File: config.mk
export PLATFORM = sky130hd
export DESIGN_NAME = rbst_recip
export DESIGN_NICKNAME = d
export VERILOG_FILES = /design/src/hdl/rbst_pkg.sv /design/src/hdl/rbst_recip.sv
export SDC_FILE = /design/constraint.sdc
export NUM_CORES = 2
export LEC_CHECK = 0
export BUFFER_PORTS_ARGS = -buffer_cell sky130_fd_sc_hd__buf_2
export CORE_UTILIZATION = 65
export CTS_BUF_LIST = sky130_fd_sc_hd__clkbuf_8 sky130_fd_sc_hd__clkbuf_16
export CTS_CLUSTER_SIZE = 20
export DETAILED_ROUTE_END_ITERATION = 8
export PLACE_DENSITY = 0.86
export SETUP_SLACK_MARGIN = 0.1
export SYNTH_ARGS = -nofsm -noshare
export SYNTH_HDL_FRONTEND = slang
export SYNTH_SLANG_ARGS = --single-unit
File: constraint.sdc
create_clock -name clk_i -period 16.39 [get_ports clk_i]
set_input_delay 0.8195 -clock clk_i [delete_from_list [all_inputs] [get_ports clk_i]]
set_output_delay 0.8195 -clock clk_i [all_outputs]
set_load 0.02 [all_outputs]
File: src/hdl/rbst_pkg.sv
package rbst_pkg;

  // Item and register widths.
  localparam int unsigned FP_W      = 32;
  localparam int unsigned NUM_AXES  = 3;
  localparam int unsigned IN_W      = 224;
  localparam int unsigned OUT_W     = 72;
  localparam int unsigned CFG_IDX_W = 3;

  // Fixed bit patterns.
  localparam logic [31:0] QNAN      = 32'h7FC0_0000;
  localparam logic [31:0] GROW_BITS = 32'h3F80_0003;
  localparam logic [31:0] FP_ZERO   = 32'h0000_0000;

  // Pipeline depths.
  localparam int unsigned ADD_LAT   = 3;
  localparam int unsigned MUL_LAT   = 3;
  localparam int unsigned DIV_STEPS = 25;
  localparam int unsigned REC_LAT   = DIV_STEPS + 2;
  localparam int unsigned LANE_LAT  = REC_LAT + MUL_LAT + 1 + MUL_LAT;
  localparam int unsigned MERGE_LAT = 3;
  localparam int unsigned PIPE_LAT  = LANE_LAT + MERGE_LAT;

  typedef enum logic [CFG_IDX_W-1:0] {
    REG_MIN_X = 3'd0,
    REG_MIN_Y = 3'd1,
    REG_MIN_Z = 3'd2,
    REG_MAX_X = 3'd3,
    REG_MAX_Y = 3'd4,
    REG_MAX_Z = 3'd5
  } cfg_reg_e;

  // Unrounded value: bit 25 of mant is the leading one, bit 1 round, bit 0 sticky.
  typedef struct packed {
    logic               sign;
    logic signed [10:0] exp;
    logic [25:0]        mant;
  } fp_unr_t;

  typedef struct packed {
    logic        spec;
    logic [31:0] spec_val;
    fp_unr_t     u;
  } fp_mid_t;

  typedef struct packed {
    logic        spec;
    logic [31:0] spec_val;
    logic        sign;
    logic [7:0]  exp;
    logic [27:0] sum;
  } add_sum_t;

  typedef struct packed {
    logic               spec;
    logic [31:0]        spec_val;
    logic               sign;
    logic signed [10:0] exp;
    logic [47:0]        prod;
  } mul_prod_t;

  typedef struct packed {
    logic               spec;
    logic [31:0]        spec_val;
    logic               sign;
    logic signed [10:0] exp;
    logic [23:0]        mn;
    logic [25:0]        r;
    logic [24:0]        q;
  } rec_state_t;

  function automatic logic fp_is_nan(input logic [31:0] a);
    return (a[30:23] == 8'hFF) && (a[22:0] != 23'b0);
  endfunction

  function automatic logic fp_is_inf(input logic [31:0] a);
    return (a[30:23] == 8'hFF) && (a[22:0] == 23'b0);
  endfunction

  function automatic logic fp_is_zero(input logic [31:0] a);
    return a[30:0] == 31'b0;
  endfunction

  // Ordered greater-than; false when either side is NaN, and signed zeros are equal.
  function automatic logic fp_gt(input logic [31:0] a, input logic [31:0] b);
    logic [31:0] ka;
    logic [31:0] kb;
    ka = a[31] ? ~a : (a | 32'h8000_0000);
    kb = b[31] ? ~b : (b | 32'h8000_0000);
    return !fp_is_nan(a) && !fp_is_nan(b) && !(fp_is_zero(a) && fp_is_zero(b)) && (ka > kb);
  endfunction

  // Round to nearest even and pack, including subnormal and overflow results.
  function automatic logic [31:0] round_pack(input fp_unr_t u);
    logic [25:0]        m;
    logic [4:0]         sh;
    logic signed [11:0] shw;
    logic signed [11:0] e;
    logic               inc;
    logic               sub;
    logic [24:0]        sum;
    logic [31:0]        res;
    m   = u.mant;
    sh  = 5'd0;
    shw = 12'sd1 - $signed({u.exp[10], u.exp});
    sub = $signed(u.exp) < 11'sd1;
    if (sub) begin
      if (shw > 12'sd26) begin
        sh = 5'd26;
      end else begin
        sh = shw[4:0];
      end
      m = (u.mant >> sh) | {25'b0, |(u.mant & ~({26{1'b1}} << sh))};
    end
    inc = m[1] & (m[0] | m[2]);
    sum = {1'b0, m[25:2]} + {24'b0, inc};
    e   = $signed({u.exp[10], u.exp}) + $signed({11'b0, sum[24]});
    if (u.mant == 26'b0) begin
      res = {u.sign, 31'b0};
    end else if (sub) begin
      res = {u.sign, 7'b0, sum[23:0]};
    end else if (e >= 12'sd255) begin
      res = {u.sign, 8'hFF, 23'b0};
    end else begin
      res = {u.sign, e[7:0], sum[22:0]};
    end
    return res;
  endfunction

  function automatic logic [31:0] fp_finish(input fp_mid_t m);
    return m.spec ? m.spec_val : round_pack(m.u);
  endfunction

  // Adder, first step: special cases, order by magnitude, align and add with guard, round, sticky.
  function automatic add_sum_t add_align(input logic [31:0] a, input logic [31:0] b);
    logic        swp;
    logic [31:0] x;
    logic [31:0] y;
    logic [7:0]  ex;
    logic [7:0]  ey;
    logic [7:0]  d;
    logic [23:0] mx;
    logic [23:0] my;
    logic [26:0] sm;
    logic [26:0] shm;
    logic        stk;
    logic        eff_sub;
    logic [27:0] sum;
    add_sum_t    r;
    swp = b[30:0] > a[30:0];
    x   = swp ? b : a;
    y   = swp ? a : b;
    ex  = (x[30:23] == 8'd0) ? 8'd1 : x[30:23];
    ey  = (y[30:23] == 8'd0) ? 8'd1 : y[30:23];
    mx  = {x[30:23] != 8'd0, x[22:0]};
    my  = {y[30:23] != 8'd0, y[22:0]};
    d   = ex - ey;
    sm  = {my, 3'b0};
    if (d > 8'd26) begin
      shm = 27'b0;
      stk = |sm;
    end else begin
      shm = sm >> d;
      stk = |(sm & ~({27{1'b1}} << d));
    end
    shm[0]  = shm[0] | stk;
    eff_sub = x[31] ^ y[31];
    sum = eff_sub ? ({1'b0, mx, 3'b0} - {1'b0, shm}) : ({1'b0, mx, 3'b0} + {1'b0, shm});
    r.sign = (eff_sub && (sum == 28'b0)) ? 1'b0 : x[31];
    r.exp  = ex;
    r.sum  = sum;
    r.spec = 1'b1;
    if (fp_is_nan(a) || fp_is_nan(b)) begin
      r.spec_val = QNAN;
    end else if (fp_is_inf(x) && fp_is_inf(y) && eff_sub) begin
      r.spec_val = QNAN;
    end else if (fp_is_inf(x)) begin
      r.spec_val = x;
    end else begin
      r.spec     = 1'b0;
      r.spec_val = x;
    end
    return r;
  endfunction

  // Adder, second step: normalize the sum.
  function automatic fp_mid_t add_norm(input add_sum_t s);
    logic [26:0]        n;
    logic [4:0]         lz;
    logic signed [10:0] e;
    fp_mid_t            r;
    lz = 5'd0;
    for (int i = 0; i < 27; i++) begin
      if (s.sum[i]) lz = 5'(26 - i);
    end
    e = $signed({3'b0, s.exp});
    if (s.sum[27]) begin
      n = {s.sum[27:2], s.sum[1] | s.sum[0]};
      e = e + 11'sd1;
    end else begin
      n = s.sum[26:0] << lz;
      e = e - $signed({6'b0, lz});
    end
    r.spec     = s.spec;
    r.spec_val = s.spec_val;
    r.u.sign   = s.sign;
    r.u.exp    = e;
    r.u.mant   = {n[26:2], |n[1:0]};
    return r;
  endfunction

  // Multiplier, first step: special cases and the mantissa product.
  function automatic mul_prod_t mul_core(input logic [31:0] a, input logic [31:0] b);
    logic [7:0]  ea;
    logic [7:0]  eb;
    logic [23:0] ma;
    logic [23:0] mb;
    logic        s;
    mul_prod_t   r;
    s  = a[31] ^ b[31];
    ea = (a[30:23] == 8'd0) ? 8'd1 : a[30:23];
    eb = (b[30:23] == 8'd0) ? 8'd1 : b[30:23];
    ma = {a[30:23] != 8'd0, a[22:0]};
    mb = {b[30:23] != 8'd0, b[22:0]};
    r.sign = s;
    r.exp  = $signed({3'b0, ea}) + $signed({3'b0, eb}) - 11'sd126;
    r.prod = ma * mb;
    r.spec = 1'b1;
    if (fp_is_nan(a) || fp_is_nan(b)) begin
      r.spec_val = QNAN;
    end else if ((fp_is_inf(a) && fp_is_zero(b)) || (fp_is_zero(a) && fp_is_inf(b))) begin
      r.spec_val = QNAN;
    end else if (fp_is_inf(a) || fp_is_inf(b)) begin
      r.spec_val = {s, 8'hFF, 23'b0};
    end else if (fp_is_zero(a) || fp_is_zero(b)) begin
      r.spec_val = {s, 31'b0};
    end else begin
      r.spec     = 1'b0;
      r.spec_val = FP_ZERO;
    end
    return r;
  endfunction

  // Multiplier, second step: normalize the product.
  function automatic fp_mid_t mul_norm(input mul_prod_t p);
    logic [47:0] n;
    logic [5:0]  lz;
    fp_mid_t     r;
    lz = 6'd0;
    for (int i = 0; i < 48; i++) begin
      if (p.prod[i]) lz = 6'(47 - i);
    end
    n          = p.prod << lz;
    r.spec     = p.spec;
    r.spec_val = p.spec_val;
    r.u.sign   = p.sign;
    r.u.exp    = $signed(p.exp) - $signed({5'b0, lz});
    r.u.mant   = {n[47:23], |n[22:0]};
    return r;
  endfunction

  // Reciprocal setup: normalize the divisor and pick the first partial remainder.
  function automatic rec_state_t rec_prep(input logic [31:0] d);
    logic [23:0] md;
    logic [7:0]  ed;
    logic [4:0]  lz;
    logic        pow;
    rec_state_t  r;
    md = {d[30:23] != 8'd0, d[22:0]};
    ed = (d[30:23] == 8'd0) ? 8'd1 : d[30:23];
    lz = 5'd0;
    for (int i = 0; i < 24; i++) begin
      if (md[i]) lz = 5'(23 - i);
    end
    r.mn   = md << lz;
    pow    = r.mn[22:0] == 23'b0;
    r.r    = pow ? 26'h080_0000 : 26'h100_0000;
    r.q    = 25'b0;
    r.sign = d[31];
    r.exp  = 11'sd253 + $signed({10'b0, pow}) - ($signed({3'b0, ed}) - $signed({6'b0, lz}));
    r.spec = 1'b1;
    if (fp_is_nan(d)) begin
      r.spec_val = QNAN;
    end else if (fp_is_zero(d)) begin
      r.spec_val = {d[31], 8'hFF, 23'b0};
    end else if (fp_is_inf(d)) begin
      r.spec_val = {d[31], 31'b0};
    end else begin
      r.spec     = 1'b0;
      r.spec_val = FP_ZERO;
    end
    return r;
  endfunction

  // One restoring division step: one quotient bit.
  function automatic rec_state_t rec_step(input rec_state_t s);
    logic       ge;
    rec_state_t r;
    r  = s;
    ge = s.r >= {2'b0, s.mn};
    r.q = {s.q[23:0], ge};
    r.r = (ge ? (s.r - {2'b0, s.mn}) : s.r) << 1;
    return r;
  endfunction

  function automatic fp_mid_t rec_final(input rec_state_t s);
    fp_mid_t r;
    r.spec     = s.spec;
    r.spec_val = s.spec_val;
    r.u.sign   = s.sign;
    r.u.exp    = s.exp;
    r.u.mant   = {s.q, s.r != 26'b0};
    return r;
  endfunction

endpackage

File: src/hdl/rbst_recip.sv
module rbst_recip (
  input  logic        clk_i,
  input  logic        en_i,
  input  logic [31:0] d_i,
  output logic [31:0] inv_o
);
  import rbst_pkg::*;

  rec_state_t  st_q [DIV_STEPS+1];
  logic [31:0] out_q;

  // Setup stage, one quotient bit per stage, then rounding.
  always_ff @(posedge clk_i) begin
    if (en_i) begin
      st_q[0] <= rec_prep(d_i);
      for (int k = 0; k < DIV_STEPS; k++) begin
        st_q[k+1] <= rec_step(st_q[k]);
      end
      out_q <= fp_finish(rec_final(st_q[DIV_STEPS]));
    end
  end

  assign inv_o = out_q;

endmodule

Word-level counts from Yosys, hierarchy flattened --
Memories as Yosys holds them, arrays and structs flattened. Index checks and enable logic that the tools add are counted.
Cells by class: add/subtract/negate cells 31, $lt $le $gt $ge 28, equal/unequal tests 1, shifts and indexed selects 3, mux-type cells 71, bitwise gates (word level) 5, reductions and logical operators 11
Operators by type and width (count):
- $ge A26 B24 Y1 | 25
- $mux W25 | 26
- $sub A25 B24 Y25 | 25
- $mux W32 | 5
- $mux W5 | 28
- $mux W31 | 3
- $mux W26 | 2
- $logic_not A23 Y1 | 2
- $logic_not A31 Y1 | 1
- $and A26 B26 Y26 | 1
- $logic_not A26 Y1 | 1
- $not A26 Y26 | 1
- $or A26 B1 Y26 | 1
- $reduce_bool A26 Y1 | 1
- $reduce_or A26 Y1 | 1
- $shl A26 B5 Y26 const A | 1
- $shr A26 B5 Y26 | 1
- $add A24 B1 Y25 | 1
- $shl A24 B5 Y24 | 1
- $reduce_bool A23 Y1 | 1
- $add A11 B2 Y12 | 1
- $ge A12 B9 Y1 const B | 1
- $gt A12 B6 Y1 const B | 1
- $sub A2 B11 Y12 const A | 1
- other kinds (12) | 18
Word-level totals: bits in registers 32, bits in writable memories 3120, bits of input ports 34, word-level logic and storage cells 152, memories 1
Memories:
- st_q | words 26, bits a word 120, rd ports 26, clocked after Yosys merged registers in 0, write ports 26, RTL line rbst_recip.sv:9 | rec_state_t st_q [DIV_STEPS+1];

Longest topological paths before layout --
depth in word-level cells 29, depth in mapped cells 31, gate-level depth less buffers 27

Worst setup path before layout --
OpenSTA, ideal clock, no wires.
path kind reg-to-reg, start point memory st_q[1][1156] (netlist name), end point register out_q[13] (netlist: inv_o[13]), data pin, data arrival time 6.445 ns, path slack 9.675 ns, cell stages (with the launch flop) 31, path through edfxtp_1 clkbuf_1 clkinv_1 ha_1 xnor2_1 nand4_1 o211a_1 buf_6 a21oi_4 buf_6 mux2i_1 o221a_2 a211oi_1 a221oi_1 nor2_1 ha_1 nor4b_4 nand4_1 buf_2 nor4_1 ha_1 ha_1 xor2_1 and3_1 a31o_2 a41oi_1 a311oi_1 o21a_1 a21o_1 clkbuf_1 nor3_1
RTL lines:
- start: declaration | RTL line rbst_recip.sv:9
- end signal: assignment | RTL line rbst_recip.sv:19 | out_q <= fp_finish(rec_final(st_q[DIV_STEPS]));
- end: declaration | RTL line rbst_recip.sv:10 | logic [31:0] out_q;

==> flow_summary.json <==
{
  "rsz0062_at_grt": "false",
  "fmax_mhz": 103.1,
  "powerDensity_mw_per_mm2": 182.7,
  "max_stage_delay_ns": 0.81,
  "grt-ovfl-total": 0,
  "drive_above_1_share_pct": 7.192,
  "clock-root-buffer": "clkbuf_16",
  "cts_setup_buffers": 0,
  "tightestPinTransition_ns": 1.158,
  "die_w_um": 397.1,
  "cts_tree": "yes",
  "htreeDepth": 4,
  "hold_buffers": 0,
  "antenna_found_initial": 0,
  "finalHoldViolCount": 0,
  "worst_ep_required_time_ns": 16.92,
  "r2r_end": "inv_o[6]$_SDFFCE_PP0P_",
  "yosysMostFrequentCell": "edfxtp_1",
  "synthXorXnorAreaFrac_pct": 4.256,
  "cap_violations": 0,
  "finalSetupTns_ns": 0,
  "numPortBuffers": 65,
  "die_area_mm2": 0.1577,
  "synth_top_cell_by_area": "edfxtp_1",
  "synth_fp_nets": 9195,
  "postRouteAntennaNets": 0,
  "drtIter0Drc": 7051,
  "synth-simple-area-share_pct": 9.992,
  "hp-start": "d_i[31]",
  "ys_ff_latch": 2000,
  "status": "finished with violations",
  "start_util_pct": 65.70,
  "num_rows": 144,
  "skew_ns": 0.02997,
  "synth_flop_cell": "edfxtp_1",
  "crit_arrival_ns": 10.24,
  "synth.top_cells.by_count": "edfxtp_1, inv_1, nand2_1",
  "place.gp.congestion": 0.9655,
  "syn_area_mm2": 0.1014,
  "design_area_mm2": 0.1104,
  "synth_fa_ha_area_share_pct": 7.758,
  "crit_top_cell": "ha_1",
  "drv_slew": 0,
  "setup.worst_path.class": "reg -> reg",
  "cts-resized-gates": 0,
  "fin_nets": 9318,
  "synth_cell_types": 95,
  "vias": 68492,
  "rr_startpoint": "st_q[1][1156]$_DFFE_PP_",
  "cts.clk_slew.worst_paths_ns": 0.07,
  "grt_start_max_net_pins": 201,
  "grt_pass1_wl_mm": 376.5,
  "whs_path_depth": 1,
  "vdd_drop_max_uv": 145.9,
  "vias_per_cell": 6.298,
  "io_pins": 66,
  "leakagePower_nw": 43.32,
  "routedWlPerCell_um": 22.39,
  "async_flop_share_pct": 0,
  "post-route-period-util_pct": 59.20,
  "hold_class": "in -> reg",
  "postSynthCellCount": 8547,
  "syn_to_final_growth_pct": 8.864,
  "cp_max_fo": 36,
  "avgSynthCellArea_um2": 11.87,
  "r2r_slack_ns": 6.69,
  "totalWireLength_mm": 243.5,
  "synth_edf_count": 2000,
  "synth_top_family_by_area": "compound AO/OA/AOI/OAI gates",
  "ys.warnings.count": 0,
  "relSlewSlack_pct": 22.80,
  "route.detailed.drc": 12,
  "yosysTopAreaCellShare_pct": 59.20,
  "cts_buffers": 193,
  "netlist_top_cells_area": "edfxtp_1, ha_1, inv_1",
  "reg2reg_depth": 28,
  "yosysSeqAreaShare_pct": 59.20,
  "hold_path_end": "st_q[0][86]$_DFFE_PP_",
  "setup_viol": 0,
  "detailed_place_hpwl_mm": 168.9,
  "synth_compound_area_share_pct": 12.66,
  "post_synth_mux_area_share_pct": 2.211,
  "period_minus_slack_ns": 9.703,
  "postPlaceCellArea_mm2": 0.1042,
  "cp-start-kind": "register",
  "end_kind": "register",
  "clock_path_buffers": 3,
  "first_pass_iters": 9,
  "die_y_um": 397.1,
  "core_region_area_mm2": 0.1544,
  "violations": "DRC",
  "hold_slack_ns": 0.2036,
  "clock_latency_ns": 0.84,
  "grt_pass1_vias": 67798,
  "clock_sinks": 2000,
  "crit_path_top_delay_cell": "nor4_1",
  "grt.total_usage_pct": 30.76
}
## through the flow
stage	util (%)	instances	total power [W]	worst slack, ns
after floorplan	-	8547	0.01340	9.675
after global placement	67.45	10519	0.01504	6.936
after detailed placement	67.45	10519	0.01543	6.931
after CTS	71.52	10873	0.02002	6.860
after global routing	71.52	10873	0.02123	6.072
final	71.52	10876	0.02017	6.687
## final cells by class
class	instances	area, um2
tap	2044	2557
timing repair buffer	126	848.3
inverter	845	3172
clock buffer	194	4855
antenna	3	7.507
fill	9833	43970
clock inverter	160	1424
sequential	2000	60060
multi-input combinational	5504	37510
## report_power, final
| part | total (W) | switching [W] | internal (W) |
|---|---|---|---|
| clock | 0.00441 | 0.00194 | 0.00248 |
| sequential | 0.00788 | 0.000672 | 0.00721 |
| combinational | 0.00788 | 0.00469 | 0.00319 |
| total | 0.0202 | 0.00730 | 0.0129 |
## cell usage in the layout, fill, tap and decap left out, types with 61 or more instances in the layout
cell,count
nor2b_1,110
nand2b_1,106
a21o_1,148
inv_1,888
buf_2,64
clkbuf_16,194
a31oi_1,64
a21oi_1,555
o21ai_0,594
nor2_1,527
nor3_1,170
edfxtp_1,2000
ha_1,589
a21boi_0,67
mux2i_1,78
xnor2_1,286
a211oi_1,65
nand3_1,134
xor2_1,207
o31ai_1,91
and3_1,61
nand4_1,100
nand2_1,695
mux2_2,123
## cell families (layout without fill, tap and decap cells)
group           count (synthesis)  after routing
flops                        2000           2000
simple gates                 2148           2148
fa+ha+maj                     614            614
other cells                     0              3
buf+inv                      1043           1325
compound gates               2043           2043
mux                           206            206
xor+xnor                      493            493
## sequential cells by signal, summed over array words and instances (netlist names)
register  count
st_q       1968
inv_o        32
## worst max-delay path by stage
stage                                  from                 endpoint  slack [ns]
finish              st_q[1][1156]$_DFFE_PP_   inv_o[6]$_SDFFCE_PP0P_        6.69
global route        st_q[1][1156]$_DFFE_PP_   inv_o[6]$_SDFFCE_PP0P_        6.07
CTS                 st_q[1][1156]$_DFFE_PP_   inv_o[6]$_SDFFCE_PP0P_        6.86
detailed placement  st_q[1][1156]$_DFFE_PP_   inv_o[6]$_SDFFCE_PP0P_        6.93
global placement    st_q[1][1156]$_DFFE_PP_  inv_o[18]$_SDFFCE_PP0P_        6.94
floorplan           st_q[1][1156]$_DFFE_PP_  inv_o[13]$_SDFFCE_PP0P_        9.67
## routing by layer
metal | vias to the layer above | GRT usage (%) | wire [um]
li1 | 31672 | - | -
met2 | 3047 | 54.23 | 122800
met3 | 867 | 4.489 | 14870
met5 | - | 0 | 0
met1 | 32906 | 36.36 | 91480
met4 | 0 | 16.42 | 14380
## worst max-delay path: cells and delay by family (launching register included)
family | cells | cell delay, ns
simple gates | 10 | 3.41
compound gates | 9 | 2.89
buf+inv | 4 | 1.36
fa+ha+maj | 4 | 1.19
flops | 1 | 0.33
xor+xnor | 1 | 0.18
(Power assumes the default switching activity.)
