**config.mk**
```make
export PLATFORM = sky130hd
export DESIGN_NAME = rbst_fadd
export DESIGN_NICKNAME = d
export VERILOG_FILES = /design/src/hdl/rbst_pkg.sv /design/src/hdl/rbst_fadd.sv
export SDC_FILE = /design/constraint.sdc
export NUM_CORES = 1
export LEC_CHECK = 0
export BUFFER_PORTS_ARGS = -buffer_cell sky130_fd_sc_hd__buf_2
export CAP_MARGIN = 20
export CORE_MARGIN = 10
export CORE_UTILIZATION = 45
export DETAILED_ROUTE_END_ITERATION = 7
export SETUP_SLACK_MARGIN = 0.5
export SLEW_MARGIN = 15
export SYNTH_ARGS = -nofsm -noshare
export SYNTH_HDL_FRONTEND = slang
export SYNTH_SLANG_ARGS = --single-unit
```
**constraint.sdc**
```tcl
create_clock -name clk_i -period 15.4 [get_ports clk_i]
set_input_delay 1.54 -clock clk_i [delete_from_list [all_inputs] [get_ports clk_i]]
set_output_delay 1.54 -clock clk_i [all_outputs]
set_load 0.005 [all_outputs]
```
**src/hdl/rbst_pkg.sv**
```systemverilog
package rbst_pkg;

  // Item and register widths.
  localparam int unsigned FP_W      = 32;
  localparam int unsigned NUM_AXES  = 3;
  localparam int unsigned IN_W      = 224;
  localparam int unsigned OUT_W     = 72;
  localparam int unsigned CFG_IDX_W = 3;

  // Fixed bit patterns.
  localparam logic [31:0] QNAN      = 32'h7FC0_0000;
  localparam logic [31:0] GROW_BITS = 32'h3F80_0003;
  localparam logic [31:0] FP_ZERO   = 32'h0000_0000;

  // Pipeline depths.
  localparam int unsigned ADD_LAT   = 3;
  localparam int unsigned MUL_LAT   = 3;
  localparam int unsigned DIV_STEPS = 25;
  localparam int unsigned REC_LAT   = DIV_STEPS + 2;
  localparam int unsigned LANE_LAT  = REC_LAT + MUL_LAT + 1 + MUL_LAT;
  localparam int unsigned MERGE_LAT = 3;
  localparam int unsigned PIPE_LAT  = LANE_LAT + MERGE_LAT;

  typedef enum logic [CFG_IDX_W-1:0] {
    REG_MIN_X = 3'd0,
    REG_MIN_Y = 3'd1,
    REG_MIN_Z = 3'd2,
    REG_MAX_X = 3'd3,
    REG_MAX_Y = 3'd4,
    REG_MAX_Z = 3'd5
  } cfg_reg_e;

  // Unrounded value: bit 25 of mant is the leading one, bit 1 round, bit 0 sticky.
  typedef struct packed {
    logic               sign;
    logic signed [10:0] exp;
    logic [25:0]        mant;
  } fp_unr_t;

  typedef struct packed {
    logic        spec;
    logic [31:0] spec_val;
    fp_unr_t     u;
  } fp_mid_t;

  typedef struct packed {
    logic        spec;
    logic [31:0] spec_val;
    logic        sign;
    logic [7:0]  exp;
    logic [27:0] sum;
  } add_sum_t;

  typedef struct packed {
    logic               spec;
    logic [31:0]        spec_val;
    logic               sign;
    logic signed [10:0] exp;
    logic [47:0]        prod;
  } mul_prod_t;

  typedef struct packed {
    logic               spec;
    logic [31:0]        spec_val;
    logic               sign;
    logic signed [10:0] exp;
    logic [23:0]        mn;
    logic [25:0]        r;
    logic [24:0]        q;
  } rec_state_t;

  function automatic logic fp_is_nan(input logic [31:0] a);
    return (a[30:23] == 8'hFF) && (a[22:0] != 23'b0);
  endfunction

  function automatic logic fp_is_inf(input logic [31:0] a);
    return (a[30:23] == 8'hFF) && (a[22:0] == 23'b0);
  endfunction

  function automatic logic fp_is_zero(input logic [31:0] a);
    return a[30:0] == 31'b0;
  endfunction

  // Ordered greater-than; false when either side is NaN, and signed zeros are equal.
  function automatic logic fp_gt(input logic [31:0] a, input logic [31:0] b);
    logic [31:0] ka;
    logic [31:0] kb;
    ka = a[31] ? ~a : (a | 32'h8000_0000);
    kb = b[31] ? ~b : (b | 32'h8000_0000);
    return !fp_is_nan(a) && !fp_is_nan(b) && !(fp_is_zero(a) && fp_is_zero(b)) && (ka > kb);
  endfunction

  // Round to nearest even and pack, including subnormal and overflow results.
  function automatic logic [31:0] round_pack(input fp_unr_t u);
    logic [25:0]        m;
    logic [4:0]         sh;
    logic signed [11:0] shw;
    logic signed [11:0] e;
    logic               inc;
    logic               sub;
    logic [24:0]        sum;
    logic [31:0]        res;
    m   = u.mant;
    sh  = 5'd0;
    shw = 12'sd1 - $signed({u.exp[10], u.exp});
    sub = $signed(u.exp) < 11'sd1;
    if (sub) begin
      if (shw > 12'sd26) begin
        sh = 5'd26;
      end else begin
        sh = shw[4:0];
      end
      m = (u.mant >> sh) | {25'b0, |(u.mant & ~({26{1'b1}} << sh))};
    end
    inc = m[1] & (m[0] | m[2]);
    sum = {1'b0, m[25:2]} + {24'b0, inc};
    e   = $signed({u.exp[10], u.exp}) + $signed({11'b0, sum[24]});
    if (u.mant == 26'b0) begin
      res = {u.sign, 31'b0};
    end else if (sub) begin
      res = {u.sign, 7'b0, sum[23:0]};
    end else if (e >= 12'sd255) begin
      res = {u.sign, 8'hFF, 23'b0};
    end else begin
      res = {u.sign, e[7:0], sum[22:0]};
    end
    return res;
  endfunction

  function automatic logic [31:0] fp_finish(input fp_mid_t m);
    return m.spec ? m.spec_val : round_pack(m.u);
  endfunction

  // Adder, first step: special cases, order by magnitude, align and add with guard, round, sticky.
  function automatic add_sum_t add_align(input logic [31:0] a, input logic [31:0] b);
    logic        swp;
    logic [31:0] x;
    logic [31:0] y;
    logic [7:0]  ex;
    logic [7:0]  ey;
    logic [7:0]  d;
    logic [23:0] mx;
    logic [23:0] my;
    logic [26:0] sm;
    logic [26:0] shm;
    logic        stk;
    logic        eff_sub;
    logic [27:0] sum;
    add_sum_t    r;
    swp = b[30:0] > a[30:0];
    x   = swp ? b : a;
    y   = swp ? a : b;
    ex  = (x[30:23] == 8'd0) ? 8'd1 : x[30:23];
    ey  = (y[30:23] == 8'd0) ? 8'd1 : y[30:23];
    mx  = {x[30:23] != 8'd0, x[22:0]};
    my  = {y[30:23] != 8'd0, y[22:0]};
    d   = ex - ey;
    sm  = {my, 3'b0};
    if (d > 8'd26) begin
      shm = 27'b0;
      stk = |sm;
    end else begin
      shm = sm >> d;
      stk = |(sm & ~({27{1'b1}} << d));
    end
    shm[0]  = shm[0] | stk;
    eff_sub = x[31] ^ y[31];
    sum = eff_sub ? ({1'b0, mx, 3'b0} - {1'b0, shm}) : ({1'b0, mx, 3'b0} + {1'b0, shm});
    r.sign = (eff_sub && (sum == 28'b0)) ? 1'b0 : x[31];
    r.exp  = ex;
    r.sum  = sum;
    r.spec = 1'b1;
    if (fp_is_nan(a) || fp_is_nan(b)) begin
      r.spec_val = QNAN;
    end else if (fp_is_inf(x) && fp_is_inf(y) && eff_sub) begin
      r.spec_val = QNAN;
    end else if (fp_is_inf(x)) begin
      r.spec_val = x;
    end else begin
      r.spec     = 1'b0;
      r.spec_val = x;
    end
    return r;
  endfunction

  // Adder, second step: normalize the sum.
  function automatic fp_mid_t add_norm(input add_sum_t s);
    logic [26:0]        n;
    logic [4:0]         lz;
    logic signed [10:0] e;
    fp_mid_t            r;
    lz = 5'd0;
    for (int i = 0; i < 27; i++) begin
      if (s.sum[i]) lz = 5'(26 - i);
    end
    e = $signed({3'b0, s.exp});
    if (s.sum[27]) begin
      n = {s.sum[27:2], s.sum[1] | s.sum[0]};
      e = e + 11'sd1;
    end else begin
      n = s.sum[26:0] << lz;
      e = e - $signed({6'b0, lz});
    end
    r.spec     = s.spec;
    r.spec_val = s.spec_val;
    r.u.sign   = s.sign;
    r.u.exp    = e;
    r.u.mant   = {n[26:2], |n[1:0]};
    return r;
  endfunction

  // Multiplier, first step: special cases and the mantissa product.
  function automatic mul_prod_t mul_core(input logic [31:0] a, input logic [31:0] b);
    logic [7:0]  ea;
    logic [7:0]  eb;
    logic [23:0] ma;
    logic [23:0] mb;
    logic        s;
    mul_prod_t   r;
    s  = a[31] ^ b[31];
    ea = (a[30:23] == 8'd0) ? 8'd1 : a[30:23];
    eb = (b[30:23] == 8'd0) ? 8'd1 : b[30:23];
    ma = {a[30:23] != 8'd0, a[22:0]};
    mb = {b[30:23] != 8'd0, b[22:0]};
    r.sign = s;
    r.exp  = $signed({3'b0, ea}) + $signed({3'b0, eb}) - 11'sd126;
    r.prod = ma * mb;
    r.spec = 1'b1;
    if (fp_is_nan(a) || fp_is_nan(b)) begin
      r.spec_val = QNAN;
    end else if ((fp_is_inf(a) && fp_is_zero(b)) || (fp_is_zero(a) && fp_is_inf(b))) begin
      r.spec_val = QNAN;
    end else if (fp_is_inf(a) || fp_is_inf(b)) begin
      r.spec_val = {s, 8'hFF, 23'b0};
    end else if (fp_is_zero(a) || fp_is_zero(b)) begin
      r.spec_val = {s, 31'b0};
    end else begin
      r.spec     = 1'b0;
      r.spec_val = FP_ZERO;
    end
    return r;
  endfunction

  // Multiplier, second step: normalize the product.
  function automatic fp_mid_t mul_norm(input mul_prod_t p);
    logic [47:0] n;
    logic [5:0]  lz;
    fp_mid_t     r;
    lz = 6'd0;
    for (int i = 0; i < 48; i++) begin
      if (p.prod[i]) lz = 6'(47 - i);
    end
    n          = p.prod << lz;
    r.spec     = p.spec;
    r.spec_val = p.spec_val;
    r.u.sign   = p.sign;
    r.u.exp    = $signed(p.exp) - $signed({5'b0, lz});
    r.u.mant   = {n[47:23], |n[22:0]};
    return r;
  endfunction

  // Reciprocal setup: normalize the divisor and pick the first partial remainder.
  function automatic rec_state_t rec_prep(input logic [31:0] d);
    logic [23:0] md;
    logic [7:0]  ed;
    logic [4:0]  lz;
    logic        pow;
    rec_state_t  r;
    md = {d[30:23] != 8'd0, d[22:0]};
    ed = (d[30:23] == 8'd0) ? 8'd1 : d[30:23];
    lz = 5'd0;
    for (int i = 0; i < 24; i++) begin
      if (md[i]) lz = 5'(23 - i);
    end
    r.mn   = md << lz;
    pow    = r.mn[22:0] == 23'b0;
    r.r    = pow ? 26'h080_0000 : 26'h100_0000;
    r.q    = 25'b0;
    r.sign = d[31];
    r.exp  = 11'sd253 + $signed({10'b0, pow}) - ($signed({3'b0, ed}) - $signed({6'b0, lz}));
    r.spec = 1'b1;
    if (fp_is_nan(d)) begin
      r.spec_val = QNAN;
    end else if (fp_is_zero(d)) begin
      r.spec_val = {d[31], 8'hFF, 23'b0};
    end else if (fp_is_inf(d)) begin
      r.spec_val = {d[31], 31'b0};
    end else begin
      r.spec     = 1'b0;
      r.spec_val = FP_ZERO;
    end
    return r;
  endfunction

  // One restoring division step: one quotient bit.
  function automatic rec_state_t rec_step(input rec_state_t s);
    logic       ge;
    rec_state_t r;
    r  = s;
    ge = s.r >= {2'b0, s.mn};
    r.q = {s.q[23:0], ge};
    r.r = (ge ? (s.r - {2'b0, s.mn}) : s.r) << 1;
    return r;
  endfunction

  function automatic fp_mid_t rec_final(input rec_state_t s);
    fp_mid_t r;
    r.spec     = s.spec;
    r.spec_val = s.spec_val;
    r.u.sign   = s.sign;
    r.u.exp    = s.exp;
    r.u.mant   = {s.q, s.r != 26'b0};
    return r;
  endfunction

endpackage

```
**src/hdl/rbst_fadd.sv**
```systemverilog
module rbst_fadd (
  input  logic        clk_i,
  input  logic        en_i,
  input  logic [31:0] a_i,
  input  logic [31:0] b_i,
  output logic [31:0] sum_o
);
  import rbst_pkg::*;

  add_sum_t    s1_q;
  fp_mid_t     s2_q;
  logic [31:0] s3_q;

  // Align and add, normalize, then round.
  always_ff @(posedge clk_i) begin
    if (en_i) begin
      s1_q <= add_align(a_i, b_i);
      s2_q <= add_norm(s1_q);
      s3_q <= fp_finish(s2_q);
    end
  end

  assign sum_o = s3_q;

endmodule

```
---- Word-level counts from Yosys, hierarchy flattened ----
Cells that the tools add are included.
word-level totals
  flip-flop bits (word level) ............. 173
  bits of input ports ..................... 66
  output and inout bits ................... 32
  word-level logic and storage cells ...... 116
cells by class
  add/subtract/negate cells ............... 8
  magnitude comparators ................... 5
  equal/unequal tests ..................... 4
  shift-type cells ........................ 5
  multiplexer cells ....................... 50
  bitwise logic cells ..................... 10
  reduce and logical (&&, ||, !) cells .... 23
operators by type and width
  operator               number
  $mux 5                 31
  $mux 27                4
  $mux 32                3
  $mux 31                3
  $mux 26                2
  $logic_not 23->1       2
  $reduce_bool 23->1     2
  $eq 8x8->1 const B     4
  $gt 31x31->1           1
  $add 27x27->28         1
  $logic_not 28->1       1
  $mux 28                1
  $sub 27x27->28         1
  $and 27x27->27         1
  $not 27->27            1
  $reduce_or 27->1       1
  $shl 27x5->27          1
  $shl 27x8->27 const A  1
  $shr 27x8->27          1
  $and 26x26->26         1
  $logic_not 26->1       1
  $not 26->26            1
  $or 26x1->26           1
  $reduce_or 26->1       1
  other kinds (24)       38

---- Logic depth before layout (Yosys ltp) ----
  depth after elaboration ................. 32
  depth in mapped cells ................... 51
  depth with buffers taken out ............ 45

---- Worst setup path after synthesis ----
Ideal clock, no wire load.
  path type ............................... input to register
  from .................................... input port a_i[22]
  to ...................................... register s1_q[36] (netlist name) (data pin)
  setup time .............................. 0.260 ns
  arrival time ............................ 11.391 ns
  required time ........................... 15.140 ns
  slack ................................... 3.749 ns
  stages .................................. 47
  path buffers ............................ 7
  cells stage by stage .................... clkbuf_1 > inv_1 > ha_1 > nand4_1 > or4_1 > nor2_1 > o21ai_1 > nand2_1 > buf_2 > clkbuf_1 > clkbuf_1 > clkbuf_1 > mux2i_1 > nand2_1 > or4_1 > and2_1 > ha_1 > fa_1 > [... 11 more ...] > nand2_1 > inv_1 > ha_1 > fa_1 > nand2b_1 > a21oi_1 > o21bai_1 > a21oi_1 > nor2_1 > o21bai_1 > a2111oi_0 > nor4bb_1 > o31ai_1 > nand2_1 > o211a_1 > or4b_1 > nor4_1 > nor2_1
between the ends
  word-level cells in the longest chain between the ends .. 16
  elaborated cells between the ends (all ways) .. 28
  those cells by class .................... 3 x add/sub; 2 x order compare; 2 x shift; 9 x mux; 4 x bitwise; 8 x reduce/logical
RTL lines
  item                                              line                              source
  start: declaration                                rbst_fadd.sv:4                    input logic [31:0] a_i,
  $gt 31x31->1                                      rbst_pkg.sv:150                   swp = b[30:0] > a[30:0];
  $mux 32, on equally long branches                 rbst_pkg.sv:151, rbst_pkg.sv:152
  $logic_not 8->1, on equally long branches         rbst_pkg.sv:153, rbst_pkg.sv:154
  $mux 8, on equally long branches                  rbst_pkg.sv:153, rbst_pkg.sv:154
  $sub 8x8->8                                       rbst_pkg.sv:157                   d = ex - ey;
  $shl 27x8->27                                     rbst_pkg.sv:164                   stk = |(sm & ~({27{1'b1}} << d));
  $not 27->27                                       rbst_pkg.sv:164
  $and 27x27->27                                    rbst_pkg.sv:164
  $reduce_or 27->1                                  rbst_pkg.sv:164
  $mux 1                                            rbst_pkg.sv:159                   if (d > 8'd26) begin
  $mux 1                                            rbst_fadd.sv:16                   if (en_i) begin
  $or 1x1->1                                        rbst_pkg.sv:166                   shm[0] = shm[0] | stk;
  $add 27x27->28 or $sub 27x27->28 (tied branches)  rbst_pkg.sv:168                   sum = eff_sub ? ({1'b0, mx, 3'b0} - {1'b0, shm}) : ({1'b0, mx, 3'b0} + {1'b0, shm});
  $mux 28                                           rbst_pkg.sv:168
  $logic_not 28->1                                  rbst_pkg.sv:169                   r.sign = (eff_sub && (sum == 28'b0)) ? 1'b0 : x[31];
  $logic_and 1x1->1                                 rbst_pkg.sv:169
  end signal: assignment                            rbst_fadd.sv:17                   s1_q <= add_align(a_i, b_i);
  end: declaration                                  rbst_fadd.sv:10                   add_sum_t s1_q;
Several ways; a longest one is shown, not always the timed one. The select of a mux whose other input is x is not followed.
A chain may end at the register's enable or synchronous reset.

---- Worst setup path after layout ----
  from .................................... input port a_i[7]
  to ...................................... register s1_q[36] (netlist name) (data pin)
The elaborated chain is that of the path after synthesis.

==> results.cfg <==
[route]
dr.first_iter.drc_count = 1879
routed_wl_mm = 70.7
avgViaCountPerCell = 6.52
antenna_left = 0
routedWlPerCell_um = 25.7
drc = 0
first_pass_iters = 6
vias = 18000

[setup_path]
worstSetupStartpointType = input port
slowest_stage = fa_1
crit_top_cell = nor2_1
slowest_delay_ns = 1.02
critPathCaptureType = flop
crit_arrival_ns = 13.07
timing.rr.start = s2_q[27]
reg2reg_depth = 24
r2r-end = sum_o[6]
critPathRequiredTime_ns = 15.58
r2r_slack_ns = 5.25
path_class = input port to flop
crit_fanout = 22

[sta]
fmax_mhz = 77.5
setup_viol = 0
period_share = 0.838
rsz0062_at_grt = no
fin_skew_ns = 0.0115
finalMaxSlewViolations = 0
finalCriticalPeriod_ns = 12.90
setup_tns_ns = 0
relSlewSlack = 0.284
final_hold_viol_count = 0
tightest_slew_ns = 1.07

[synth]
synth_top_area_frac = 0.283
ys_seq_elements = 172
synthMostInstantiatedCell = nand2_1
syn-cell-area_um2 = 18300
synthDistinctLibCells = 97
synth_commonest_cells = nand2_1 (244), nor2_1 (201), a21oi_1 (178)
synth_nets = 2358
synth_area_leaders = edfxtp_1 (28%), mux2i_1 (7.9%), ha_1 (6.8%)
synth_cells = 2190
synthArstFlopShare = 0
ys_seq_area_frac = 0.283
yosysWarnings = 0
synth_top_flop_cell = edfxtp_1
avgSynthCellArea_um2 = 8.34
synth_area_leader_cell = edfxtp_1
synth_edf_count = 172

[cells_and_area]
syn_to_final_growth_pct = 8.65
post-route-util = 0.497
antennaDiodeCount = 0
drive_above_1_share = 0.115
fin_nets = 2385
final_cell_area_um2 = 19800

[pwr]
vdd_drop_max_mv = 0.0636
switchingPower_mw = 1.13
leakage_nw = 8.08
intPower_mw = 1.29
power_density_nw_per_um2 = 122
power_frac_seq = 0.285
p_clk_frac = 0.171
p_comb_frac = 0.543
switching_share = 0.466

[die]
dieArea_um2 = 49100
start_util = 0.458
die_x_um = 221
core_um2 = 39900
io_pins = 98
die_h_um = 221
row_count = 73

[clock_network]
ctsHoldBuffers = 0
cts_buffer_depth = 2
clock-sinks = 172
ctsResizeCount = 0
cts_made_buffers = 17
post_cts_buffers = 0
root_buffer = clkbuf_16
clkLatencyLatePin_ns = 0.44
clkTransAtPathRegs_ns = 0.07
cts_tree = yes
h-tree-depth = 4

[global_route]
grt_pass1_vias = 17400
grt_pass1_wl_mm = 108
antenna_found_initial = 0
grt_overflow_total = 0
grt_max_degree = 107
grt_usage = 0.278

[placement]
dpl.hpwl_mm = 54.7
gp_congestion = 0.999
placed_area_um2 = 19300
io_buffers = 97

[worst_hold_path]
min_path_cells = 0
hold_path.class = flop to flop
min_to = s2_q[53]
min_from = s1_q[52]

[run_status]
status = complete, no violations

[flow_run]
drv_cap = 0
final cells by class:
type / count / area, um2
fillers: 3872 / 20100
multi-input cells: 1756 / 12200
flip-flops and latches: 172 / 5160
repair buffers: 133 / 762
well taps: 525 / 657
inverters: 137 / 514
clock buffers: 18 / 429
clock inverters: 14 / 139
cells in the final DEF (no fill, tap or decap), types with 16 or more instances in the layout:
cell	synthesis	routed
a211oi_1	27	27
and3_1	21	21
buf_4	6	36
xor2_1	33	31
a21o_1	31	31
nor3_1	61	61
a21oi_1	178	177
clkbuf_16	0	17
nand3_1	49	49
edfxtp_1	172	172
o21bai_1	22	22
nand2b_1	30	30
nor4_1	40	40
xnor2_1	36	32
nor2_1	201	200
nand2_1	244	243
inv_1	135	135
ha_1	99	98
mux4_2	40	40
buf_2	9	96
mux2i_1	144	144
o21ai_0	137	135
a31oi_1	27	26
o221ai_1	16	16
nand4_1	35	35
how the worst max path moves through the flow:
stage	cells after the start	slack, ns	to	start
global placement	38	2.69	s1_q[36]	a_i[7]
floorplan	47	3.75	s1_q[36]	a_i[22]
global route	41	1.99	s1_q[36]	a_i[30]
CTS	39	2.90	s1_q[36]	a_i[30]
detailed placement	39	2.45	s1_q[36]	a_i[30]
finish	38	2.50	s1_q[36]	a_i[7]
routing by layer:
metal	global-route usage	routed length, um	vias to the layer above
li1	-	-	8255
met1	0.341	28100	8651
met2	0.466	33600	850
met3	0.0457	5210	212
met4	0.137	3740	0
met5	0	0	-
cell families (layout without fill, tap and decap cells):
kind of cell | after synthesis | after routing | share of synthesized area
multiplexers | 199 | 199 | 0.137
XOR/XNOR | 69 | 69 | 0.0331
flip-flops | 172 | 172 | 0.283
buffers and inverters | 262 | 302 | 0.0557
AO/OA/AOI/OAI | 623 | 623 | 0.222
adder cells (fa/ha/maj) | 103 | 103 | 0.0716
AND/OR/NAND/NOR | 762 | 762 | 0.198
worst max-delay path: cells and delay by family:
kind | cells | cell delay [ns]
xor+xnor | 1 | 0.19
fa+ha+maj | 4 | 1.81
buf+inv | 5 | 1.32
simple gates | 17 | 5.00
compound gates | 11 | 3.17
through the flow:
step                      std cells  hold WS (ns)  worst slack (ns)  power, mW
after floorplan                2190         0.400              3.75       1.55
after global placement         2723         0.402              2.69       1.97
after detailed placement       2723         0.405              2.45       1.97
after CTS                      2755         0.417              2.90       2.39
after global routing           2755         0.426              1.99       2.55
final                          2755         0.416              2.50       2.42
state kept, by name, indices dropped and copies added, names as in the netlist:
name   cells
s2_q      70
sum_o     32
s1_q      70
power by group through the flow:
stage	logic [mW]	registers (mW)	clock network [mW]
2_1_floorplan	0.896	0.649	0
3_3_place_gp	1.28	0.695	0
5_1_grt	1.41	0.697	0.445
3_5_place_dp	1.27	0.696	0
6_report	1.31	0.690	0.414
4_1_cts	1.28	0.686	0.423
No activity file was read; power rests on OpenSTA's default activity.
